**config.mk**
```make
export PLATFORM = sky130hd
export DESIGN_NAME = response_ratio_priority_queue_flat
export DESIGN_NICKNAME = d
export VERILOG_FILES = /design/src/rtl/rrpq_pkg.sv /design/src/rtl/rrpq_if.sv /design/src/rtl/rrpq_div.sv /design/src/rtl/rrpq_cell.sv /design/src/rtl/response_ratio_priority_queue.sv /design/src/flat_wrapper.sv
export SDC_FILE = /design/constraint.sdc
export NUM_CORES = 2
export LEC_CHECK = 0
export BUFFER_PORTS_ARGS = -buffer_cell sky130_fd_sc_hd__buf_2
export CORE_ASPECT_RATIO = 1.4
export CORE_MARGIN = 5
export CORE_UTILIZATION = 58
export DETAILED_ROUTE_END_ITERATION = 10
export GPL_ROUTABILITY_DRIVEN = 0
export GPL_TIMING_DRIVEN = 0
export PLACE_DENSITY = 0.78
export RECOVER_POWER = 25
export SLEW_MARGIN = 15
export SYNTH_ARGS = -nofsm -noshare
export SYNTH_HDL_FRONTEND = slang
export SYNTH_SLANG_ARGS = --single-unit
export TNS_END_PERCENT = 30
```
**constraint.sdc**
```tcl
create_clock -name clock -period 7.2 [get_ports clock]
set_input_delay 1.44 -clock clock [delete_from_list [all_inputs] [get_ports clock]]
set_output_delay 1.44 -clock clock [all_outputs]
set_load 0.01 [all_outputs]
```
**src/rtl/rrpq_pkg.sv**
```systemverilog
// Package with shared constants and types for the response ratio priority queue.
`default_nettype none
package rrpq_pkg;
   localparam int DefTableDepth = 16;
   localparam int IdWidth = 16;
   localparam int TimeWidth = 48;
   localparam int BurstWidth = 32;
   localparam int StatusWidth = 3;
   localparam int OccWidth = 5;

   localparam logic [1:0] ActInsert = 2'd0;
   localparam logic [1:0] ActRemove = 2'd1;
   localparam logic [1:0] ActPick = 2'd2;
   localparam logic [1:0] ActUnused = 2'd3;

   localparam logic [StatusWidth-1:0] StOk = 3'd0;
   localparam logic [StatusWidth-1:0] StFull = 3'd1;
   localparam logic [StatusWidth-1:0] StNotFound = 3'd2;
   localparam logic [StatusWidth-1:0] StEmpty = 3'd3;
   localparam logic [StatusWidth-1:0] StZeroBurst = 3'd4;

   // Control broadcast to every cell of the table.
   typedef struct packed {
      logic ins;
      logic rem;
      logic [IdWidth-1:0] key_id;
      logic [TimeWidth-1:0] key_ratio;
   } cell_ctl_type;
endpackage
`default_nettype wire

```
**src/rtl/rrpq_if.sv**
```systemverilog
// Request and response channel interfaces.
`default_nettype none
interface rrpq_req_if;
   logic valid;
   logic ready;
   logic [1:0] action;
   logic [15:0] task_id;
   logic [47:0] now_time;
   logic [47:0] arrive_ns;
   logic [31:0] service_ns;
   modport source (output valid, action, task_id, now_time, arrive_ns, service_ns,
                   input ready);
   modport sink (input valid, action, task_id, now_time, arrive_ns, service_ns,
                 output ready);
endinterface

interface rrpq_rsp_if;
   logic valid;
   logic ready;
   logic [2:0] status;
   logic [15:0] picked_id;
   logic [47:0] picked_ratio;
   logic [4:0] occupancy;
   modport source (output valid, status, picked_id, picked_ratio, occupancy, input ready);
   modport sink (input valid, status, picked_id, picked_ratio, occupancy, output ready);
endinterface
`default_nettype wire

```
**src/rtl/rrpq_div.sv**
```systemverilog
// Restoring divider, one quotient bit per cycle.
`default_nettype none
module rrpq_div (
   input  wire logic clock,
   input  wire logic reset,
   input  wire logic start,
   input  wire logic [rrpq_pkg::TimeWidth-1:0] dividend,
   input  wire logic [rrpq_pkg::BurstWidth-1:0] divisor,
   output logic done,
   output logic [rrpq_pkg::TimeWidth-1:0] quotient
);
   import rrpq_pkg::*;
   localparam int CntWidth = $clog2(TimeWidth + 1);

   logic [TimeWidth-1:0] quo_ff, quo_in;
   logic [BurstWidth:0] rem_ff, rem_in;
   logic [BurstWidth-1:0] dsr_ff, dsr_in;
   logic [CntWidth-1:0] cnt_ff, cnt_in;
   logic busy_ff, busy_in;
   logic done_ff, done_in;
   logic [BurstWidth:0] trial;

   // One shift and trial subtract per cycle.
   always_comb begin
      quo_in = quo_ff;
      rem_in = rem_ff;
      dsr_in = dsr_ff;
      cnt_in = cnt_ff;
      busy_in = busy_ff;
      done_in = 1'b0;
      trial = {rem_ff[BurstWidth-1:0], quo_ff[TimeWidth-1]};
      if (start) begin
         quo_in = dividend;
         rem_in = '0;
         dsr_in = divisor;
         cnt_in = CntWidth'(TimeWidth);
         busy_in = 1'b1;
      end else if (busy_ff) begin
         if (trial >= {1'b0, dsr_ff}) begin
            rem_in = trial - {1'b0, dsr_ff};
            quo_in = {quo_ff[TimeWidth-2:0], 1'b1};
         end else begin
            rem_in = trial;
            quo_in = {quo_ff[TimeWidth-2:0], 1'b0};
         end
         cnt_in = cnt_ff - 1'b1;
         if (cnt_ff == CntWidth'(1)) begin
            busy_in = 1'b0;
            done_in = 1'b1;
         end
      end
   end

   always_ff @(posedge clock) begin
      quo_ff <= quo_in;
      rem_ff <= rem_in;
      dsr_ff <= dsr_in;
      cnt_ff <= cnt_in;
      if (reset) begin
         busy_ff <= 1'b0;
         done_ff <= 1'b0;
      end else begin
         busy_ff <= busy_in;
         done_ff <= done_in;
      end
   end

   assign done = done_ff;
   assign quotient = quo_ff;
endmodule
`default_nettype wire

```
**src/rtl/rrpq_cell.sv**
```systemverilog
// One slot of the sorted table; shifts with its neighbors on insert and remove.
`default_nettype none
module rrpq_cell (
   input  wire logic clock,
   input  wire logic reset,
   input  wire rrpq_pkg::cell_ctl_type ctl,
   input  wire logic left_valid,
   input  wire logic [rrpq_pkg::IdWidth-1:0] left_task,
   input  wire logic [rrpq_pkg::TimeWidth-1:0] left_ratio,
   input  wire logic left_keep,
   input  wire logic left_seen,
   input  wire logic right_valid,
   input  wire logic [rrpq_pkg::IdWidth-1:0] right_task,
   input  wire logic [rrpq_pkg::TimeWidth-1:0] right_ratio,
   output logic valid,
   output logic [rrpq_pkg::IdWidth-1:0] task_id,
   output logic [rrpq_pkg::TimeWidth-1:0] ratio,
   output logic keep,
   output logic seen
);
   import rrpq_pkg::*;

   logic valid_ff, valid_in;
   logic [IdWidth-1:0] task_ff, task_in;
   logic [TimeWidth-1:0] ratio_ff, ratio_in;
   logic match;

   assign keep = valid_ff && (ratio_ff >= ctl.key_ratio);
   assign match = valid_ff && (task_ff == ctl.key_id);
   assign seen = left_seen || match;

   // Insert shifts right past the kept prefix; remove shifts left from the match.
   always_comb begin
      valid_in = valid_ff;
      task_in = task_ff;
      ratio_in = ratio_ff;
      if (ctl.ins && !keep) begin
         if (left_keep) begin
            valid_in = 1'b1;
            task_in = ctl.key_id;
            ratio_in = ctl.key_ratio;
         end else begin
            valid_in = left_valid;
            task_in = left_task;
            ratio_in = left_ratio;
         end
      end else if (ctl.rem && seen) begin
         valid_in = right_valid;
         task_in = right_task;
         ratio_in = right_ratio;
      end
   end

   always_ff @(posedge clock) begin
      task_ff <= task_in;
      ratio_ff <= ratio_in;
      if (reset) begin
         valid_ff <= 1'b0;
      end else begin
         valid_ff <= valid_in;
      end
   end

   assign valid = valid_ff;
   assign task_id = task_ff;
   assign ratio = ratio_ff;
endmodule
`default_nettype wire

```
**src/rtl/response_ratio_priority_queue.sv**
```systemverilog
// Top level of the response ratio priority queue: sequencer, divider and cell row.
//
// Usage: requests arrive on req_chan (valid/ready) carrying an action, a task id,
// the current time, the arrival time and the expected service time. Every request
// yields exactly one response on rsp_chan with a status, the picked id, a ratio and
// the table occupancy after the action.
// An insert with a nonzero burst into a table that is not full runs the serial
// divider over all 48 dividend bits; its response is registered once the divider
// is done and the apply state has updated the row.
// Remove, pick, rejected inserts and unused actions skip the divider and go from
// the apply state straight into the response register. The cell row updates all
// slots together in the apply state.
// One request is worked on at a time; the next is taken once the response
// register is free or is being taken in the same cycle.
// Reset empties the table (all slot valid bits clear) and drops any response.
// When the receiver stalls, the response holds and no new request is taken.
`default_nettype none
module response_ratio_priority_queue #(
   parameter int TABLE_DEPTH = rrpq_pkg::DefTableDepth
) (
   input wire logic clock,
   input wire logic reset,
   rrpq_req_if.sink req_chan,
   rrpq_rsp_if.source rsp_chan
);
   import rrpq_pkg::*;
   localparam int CntWidth = $clog2(TABLE_DEPTH + 1);
   localparam logic [1:0] SIdle = 2'd0;
   localparam logic [1:0] SDiv = 2'd1;
   localparam logic [1:0] SApply = 2'd2;
   localparam logic [TimeWidth-1:0] MaxRatio = {TimeWidth{1'b1}};

   logic [1:0] state_ff, state_in;
   logic [1:0] act_ff;
   logic [IdWidth-1:0] id_ff;
   logic bad_burst_ff;
   logic [CntWidth-1:0] cnt_ff, cnt_in;
   logic rv_ff, rv_in;
   logic [StatusWidth-1:0] st_ff, st_in;
   logic [IdWidth-1:0] pid_ff, pid_in;
   logic [TimeWidth-1:0] prat_ff, prat_in;

   logic accept, div_done;
   logic [TimeWidth-1:0] waiting, quotient, new_ratio;
   logic full;
   cell_ctl_type ctl;

   logic [TABLE_DEPTH-1:0] c_valid, c_keep, c_seen;
   logic [IdWidth-1:0] c_task [TABLE_DEPTH];
   logic [TimeWidth-1:0] c_ratio [TABLE_DEPTH];

   assign req_chan.ready = (state_ff == SIdle) && (!rv_ff || rsp_chan.ready);
   assign accept = req_chan.valid && req_chan.ready;
   assign waiting = (req_chan.now_time >= req_chan.arrive_ns) ?
                    req_chan.now_time - req_chan.arrive_ns : '0;
   assign full = (cnt_ff == CntWidth'(TABLE_DEPTH));
   assign new_ratio = (quotient == MaxRatio) ? MaxRatio : quotient + 1'b1;

   rrpq_div u_div (
      .clock(clock),
      .reset(reset),
      .start(accept && (req_chan.action == ActInsert) &&
             (req_chan.service_ns != '0) && !full),
      .dividend(waiting),
      .divisor(req_chan.service_ns),
      .done(div_done),
      .quotient(quotient)
   );

   // Broadcast to the row during the apply cycle.
   always_comb begin
      ctl.ins = (state_ff == SApply) && (act_ff == ActInsert) && !bad_burst_ff && !full;
      ctl.rem = (state_ff == SApply) && (act_ff == ActRemove);
      ctl.key_id = id_ff;
      ctl.key_ratio = new_ratio;
   end

   // Row of cells, each linked to both neighbors.
   for (genvar i = 0; i < TABLE_DEPTH; i++) begin : g_cell
      logic lv, lk, ls, rv;
      logic [IdWidth-1:0] lt, rt;
      logic [TimeWidth-1:0] lr, rr;
      if (i == 0) begin : g_first
         assign lv = 1'b0;
         assign lt = '0;
         assign lr = '0;
         assign lk = 1'b1;
         assign ls = 1'b0;
      end else begin : g_mid
         assign lv = c_valid[i-1];
         assign lt = c_task[i-1];
         assign lr = c_ratio[i-1];
         assign lk = c_keep[i-1];
         assign ls = c_seen[i-1];
      end
      if (i == TABLE_DEPTH - 1) begin : g_last
         assign rv = 1'b0;
         assign rt = '0;
         assign rr = '0;
      end else begin : g_inner
         assign rv = c_valid[i+1];
         assign rt = c_task[i+1];
         assign rr = c_ratio[i+1];
      end
      rrpq_cell u_cell (
         .clock(clock),
         .reset(reset),
         .ctl(ctl),
         .left_valid(lv),
         .left_task(lt),
         .left_ratio(lr),
         .left_keep(lk),
         .left_seen(ls),
         .right_valid(rv),
         .right_task(rt),
         .right_ratio(rr),
         .valid(c_valid[i]),
         .task_id(c_task[i]),
         .ratio(c_ratio[i]),
         .keep(c_keep[i]),
         .seen(c_seen[i])
      );
   end

   // Sequencer and response register.
   always_comb begin
      state_in = state_ff;
      cnt_in = cnt_ff;
      rv_in = rv_ff;
      st_in = st_ff;
      pid_in = pid_ff;
      prat_in = prat_ff;
      if (rv_ff && rsp_chan.ready) begin
         rv_in = 1'b0;
      end
      case (state_ff)
         SIdle: begin
            if (accept) begin
               if ((req_chan.action == ActInsert) && (req_chan.service_ns != '0) && !full) begin
                  state_in = SDiv;
               end else begin
                  state_in = SApply;
               end
            end
         end
         SDiv: begin
            if (div_done) begin
               state_in = SApply;
            end
         end
         SApply: begin
            state_in = SIdle;
            rv_in = 1'b1;
            st_in = StOk;
            pid_in = '0;
            prat_in = '0;
            case (act_ff)
               ActInsert: begin
                  if (bad_burst_ff) begin
                     st_in = StZeroBurst;
                  end else if (full) begin
                     st_in = StFull;
                  end else begin
                     prat_in = new_ratio;
                     cnt_in = cnt_ff + 1'b1;
                  end
               end
               ActRemove: begin
                  if (c_seen[TABLE_DEPTH-1]) begin
                     cnt_in = cnt_ff - 1'b1;
                  end else begin
                     st_in = StNotFound;
                  end
               end
               ActPick: begin
                  if (c_valid[0]) begin
                     pid_in = c_task[0];
                     prat_in = c_ratio[0];
                  end else begin
                     st_in = StEmpty;
                  end
               end
               default: begin
               end
            endcase
         end
         default: begin
            state_in = SIdle;
         end
      endcase
   end

   always_ff @(posedge clock) begin
      if (accept) begin
         act_ff <= req_chan.action;
         id_ff <= req_chan.task_id;
         bad_burst_ff <= (req_chan.service_ns == '0);
      end
      st_ff <= st_in;
      pid_ff <= pid_in;
      prat_ff <= prat_in;
      if (reset) begin
         state_ff <= SIdle;
         cnt_ff <= '0;
         rv_ff <= 1'b0;
      end else begin
         state_ff <= state_in;
         cnt_ff <= cnt_in;
         rv_ff <= rv_in;
      end
   end

   assign rsp_chan.valid = rv_ff;
   assign rsp_chan.status = st_ff;
   assign rsp_chan.picked_id = pid_ff;
   assign rsp_chan.picked_ratio = prat_ff;
   assign rsp_chan.occupancy = OccWidth'(cnt_ff);
endmodule
`default_nettype wire

```
**src/flat_wrapper.sv**
```systemverilog
// flat-port wrapper written by rule: the top's interface ports become plain ports
module response_ratio_priority_queue_flat import rrpq_pkg::*;
#(
   parameter int TABLE_DEPTH = rrpq_pkg::DefTableDepth
)
  (clock, reset, req_chan_valid, req_chan_action, req_chan_task_id, req_chan_now_time, req_chan_arrive_ns, req_chan_service_ns, req_chan_ready, rsp_chan_valid, rsp_chan_status, rsp_chan_picked_id, rsp_chan_picked_ratio, rsp_chan_occupancy, rsp_chan_ready);
  rrpq_req_if req_chan_i ();
  rrpq_rsp_if rsp_chan_i ();
  input wire logic clock;
  input wire logic reset;
  input wire logic [$bits(req_chan_i.valid)-1:0] req_chan_valid;
  input wire logic [$bits(req_chan_i.action)-1:0] req_chan_action;
  input wire logic [$bits(req_chan_i.task_id)-1:0] req_chan_task_id;
  input wire logic [$bits(req_chan_i.now_time)-1:0] req_chan_now_time;
  input wire logic [$bits(req_chan_i.arrive_ns)-1:0] req_chan_arrive_ns;
  input wire logic [$bits(req_chan_i.service_ns)-1:0] req_chan_service_ns;
  output wire logic [$bits(req_chan_i.ready)-1:0] req_chan_ready;
  output wire logic [$bits(rsp_chan_i.valid)-1:0] rsp_chan_valid;
  output wire logic [$bits(rsp_chan_i.status)-1:0] rsp_chan_status;
  output wire logic [$bits(rsp_chan_i.picked_id)-1:0] rsp_chan_picked_id;
  output wire logic [$bits(rsp_chan_i.picked_ratio)-1:0] rsp_chan_picked_ratio;
  output wire logic [$bits(rsp_chan_i.occupancy)-1:0] rsp_chan_occupancy;
  input wire logic [$bits(rsp_chan_i.ready)-1:0] rsp_chan_ready;
  assign req_chan_i.valid = req_chan_valid;
  assign req_chan_i.action = req_chan_action;
  assign req_chan_i.task_id = req_chan_task_id;
  assign req_chan_i.now_time = req_chan_now_time;
  assign req_chan_i.arrive_ns = req_chan_arrive_ns;
  assign req_chan_i.service_ns = req_chan_service_ns;
  assign req_chan_ready = req_chan_i.ready;
  assign rsp_chan_valid = rsp_chan_i.valid;
  assign rsp_chan_status = rsp_chan_i.status;
  assign rsp_chan_picked_id = rsp_chan_i.picked_id;
  assign rsp_chan_picked_ratio = rsp_chan_i.picked_ratio;
  assign rsp_chan_occupancy = rsp_chan_i.occupancy;
  assign rsp_chan_i.ready = rsp_chan_ready;
  response_ratio_priority_queue #(.TABLE_DEPTH(TABLE_DEPTH)) u_core (.clock(clock), .reset(reset), .req_chan(req_chan_i), .rsp_chan(rsp_chan_i));
endmodule
```
==> qor.yml <==
finish:
  final_cells: 11100
  stdcell_area_sq_um: 96100
  area_growth_pct: 11.3
  drive_gt1_share_pct: 9.89
  final_util_pct: 64.9
  fin_nets: 10100
pwr:
  pwr-share-seq_pct: 43.4
  powerDensity_nw_per_um2: 200
  comb_power_share_pct: 17.8
  p_leak_nw: 38.8
  p_total_mw: 19.2
  peakVddDrop_mv: 0.290
  p_switching_mw: 5.52
  power.share.clock_pct: 38.8
  swShare_pct: 28.7
  p_int_mw: 13.7
worst_setup_path:
  cp.depth: 20
  critPathKind: "flip-flop to flip-flop"
  crit_fanout: 51
  critPathMaxStageDelay_ns: 0.91
  crit_chain: "nand4_1 -> or2_2 -> nor4_4 -> and3_1 -> buf_4 -> and4_4 -> nand2_4 -> buf_2 -> nand2_2 -> clkinvlp_2 -> ha_1 -> a21oi_1 -> o21ai_0 -> a22o_1 -> nor3_2 -> nand2_1 -> clkbuf_1 -> clkbuf_2 -> nand2_4 -> buf_16"
  rr_worst_depth: 20
  cp-end-kind: "flip-flop"
  start_kind: "flip-flop"
  cpLargestDelayFamily: "simple AND/OR/NAND/NOR gates"
  crit_buf_inv: 6
  crit_arrival_ns: 7.89
  crit_slowest_cell: "clkinvlp_2"
  critical_path_required_ns: 7.68
  worst_path_most_repeated_cell: "nand2_4"
routing:
  routedWlPerCell_um: 28.5
  ant_nets: 0
  vias: 77900
  remaining_drc_errors: 0
  drt-total-wl_um: 317000
  drt_iter0_markers: 10500
  vias_per_cell: 7.01
  firstDrtPassIters: 9
placed_design:
  place_area_sq_um: 90500
  io_buffers: 222
  place_ws_ns: -1.45
  post-dp-hpwl_um: 240000
  placed_cells: 10800
clock_network:
  root_buffer: "clkbuf_16"
  cts_htree_levels: 4
  cts_buffers: 130
  clk_latency_ns: 0.84
  cts_num_sinks: 1254
  clk_path_buf_depth: 3
  cts_tree: "built"
  path_clk_slew_ns: 0.06
die:
  pin_count: 224
  fp.coreArea_sq_um: 148000
  die-area_sq_um: 157000
  die_w_um: 336
  row_count: 167
  start_util_pct: 58.4
  die_y_um: 467
status:
  violations: "max-capacitance violations, max-slew violations, negative setup slack"
  status: "finished, violations left"
synth:
  synth_edf_count: 1190
  ys.flop_type: "edfxtp_1"
  synth-compound-area-share_pct: 16.6
  synthXorXnorAreaFrac_pct: 3.72
  synth_top_family_by_area: "compound AO/OA/AOI/OAI gates"
  avgSynthCellArea_sq_um: 10.0
  yosys.cell_types.count: 104
  yosysWarnings: 0
  synth_mux_area_share_pct: 8.39
  synth_nets: 9606
  ys_async_sr_fraction_pct: 0
  yosys.area_share.simple_pct: 12.4
  syn-cell-area_sq_um: 86400
  ys_ff_latch: 1254
  synthAdderAreaFrac_pct: 12.4
  yosysSeqAreaShare_pct: 42.9
  syn_inst: 8599
grt:
  grt_pass1_vias: 77600
  grt_use_total_pct: 38.4
  grt_pass1_wl_um: 456000
  grt_overflow: 0
  grt_max_degree: 65
  antenna_found_initial: 15
sta:
  worst_pin_slew_ns: 2.91
  fin_crit_sh_pct: 103
  holdWs_ns: 0.489
  finalSetupTns_ns: -17.89
  relSlewSlack_pct: -94.1
  final.setup.worst_slack_ns: -0.210
  finalClockSkew_ns: 0.0448
  rsz0062_at_grt: "true"
  drv_slew: 37
  setup_viol: 253
  period_minus_slack_ns: 7.41
  finalHoldViolCount: 0
  fmax_mhz: 135
hold_path:
  min_path_cells: 1
  hold_class: "flip-flop to flip-flop"
job:
  max-cap-violations: 1
[cell usage after synthesis (65+ instances only)]
| cell type | n | area (sq um) |
|---|---|---|
| nor2_1 | 335 | 1260 |
| o21ai_0 | 1082 | 5420 |
| mux2i_1 | 695 | 6960 |
| edfxtp_1 | 1190 | 35700 |
| ha_1 | 854 | 10700 |
| a21o_1 | 253 | 1900 |
| a211oi_1 | 95 | 713 |
| a21oi_1 | 414 | 2070 |
| clkbuf_1 | 305 | 1140 |
| nor3_1 | 70 | 350 |
| xnor2_1 | 237 | 2080 |
| xor2_1 | 130 | 1140 |
| buf_2 | 146 | 731 |
| inv_1 | 174 | 653 |
| a22o_1 | 65 | 569 |
| nand2_1 | 1123 | 4220 |
| nand4_1 | 194 | 1210 |
| nand3_1 | 189 | 946 |
[registers in the layout, summed over array words and instances (netlist names), 2 cells and up]
name,cells
u_core.act_ff,2
u_core.g_cell.u_cell.ratio,768
u_core.g_cell.u_cell.task_id,256
u_core.g_cell.u_cell.valid,16
u_core.id_ff,16
u_core.rsp_chan.occupancy,5
u_core.rsp_chan.picked_id,16
u_core.rsp_chan.picked_ratio,48
u_core.rsp_chan.status,3
u_core.state_ff,2
u_core.u_div.cnt_ff,6
u_core.u_div.dsr_ff,32
u_core.u_div.quotient,48
u_core.u_div.rem_ff,32
[power by group through the flow]
| stage | sequential (mW) | combinational, mW | clock [mW] |
|---|---|---|---|
| detailed placement | 8.50 | 3.16 | 0 |
| global route | 8.36 | 3.66 | 7.70 |
| floorplan | 8.45 | 2.18 | 0 |
| global placement | 8.51 | 3.00 | 0 |
| finish | 8.35 | 3.42 | 7.46 |
| CTS | 8.34 | 3.27 | 7.40 |
[kinds of logic after synthesis]
| family | count (synthesis) |
|---|---|
| DFF | 1254 |
| and+or+nand+nor | 2302 |
| AOI/OAI and AO/OA | 2375 |
| xor gates and xnor gates | 367 |
| adders and majority gates | 857 |
| buffers and inverters | 724 |
| muxes | 720 |
[routing by layer]
layer	part of all wire, %	up-vias	global-route usage [%]
met5	0.025	-	0
met4	12	12	35.1
met3	9.0	2003	7.10
met2	45	5937	62.5
met1	33	36700	42.4
li1	-	33200	-
[worst register-to-register path: stages (launching register included)]
cell,delay (ns)
edfxtp_1,0.46
nand4_1,0.17
or2_2,0.36
nor4_4,0.34
and3_1,0.22
buf_4,0.17
and4_4,0.28
nand2_4,0.12
buf_2,0.30
nand2_2,0.29
clkinvlp_2,0.92
ha_1,0.72
a21oi_1,0.16
o21ai_0,0.11
a22o_1,0.24
nor3_2,0.45
nand2_1,0.40
clkbuf_1,0.41
clkbuf_2,0.33
nand2_4,0.28
buf_16,0.31
[worst paths after layout]
path                            start                                 end  slack [ns]
max reg2reg  u_core.u_div.quotient[5]  u_core.g_cell[13].u_cell.ratio[17]       -0.21
min                u_core.state_ff[1]                  u_core.state_ff[1]        0.49
max          u_core.u_div.quotient[5]  u_core.g_cell[13].u_cell.ratio[17]       -0.21
min reg2reg        u_core.state_ff[1]                  u_core.state_ff[1]        0.49
[cell usage in the layout (no fill, tap or decap), types with 41 or more instances in the layout]
master,count
ha_1,854
a211oi_1,94
nand2_1,1103
nand4_1,194
nand2b_1,49
o21ai_0,1081
a21o_1,253
xnor2_1,237
nor4_1,55
a21oi_1,414
o21ai_1,61
o311ai_1,41
a22o_1,65
mux2i_1,695
a31oi_1,61
nand3_1,188
clkbuf_16,138
buf_2,336
buf_4,99
dfxtp_1,64
inv_1,151
clkbuf_1,332
o2bb2ai_1,43
nor2_1,334
nor2b_1,48
edfxtp_1,1190
nor3_1,69
xor2_1,130
[cell type report]
cell class              count  area (sq um)
plain buffers             526          2440
flip-flops and latches   1254         37000
clock buffers             175          3680
diodes                     10          25.0
multi-input cells        6622         46500
well taps                1943          2430
inverters                 190           803
repair inverters           15           105
fillers                 11600         51900
repair buffers            318          2230
clock inverters            60           810
[repair_timing]
item / in CTS / in global routing
endpoints found under the hold margin: 0 / 0
gates cloned: 7 / 9
setup buffers: 50 / 25
gates resized for setup: 43 / 72
hold buffers: 0 / 0
endpoints found under the setup margin: 1997 / 1688
pin swaps: 3 / 7
No activity file was read; power rests on OpenSTA's default activity.
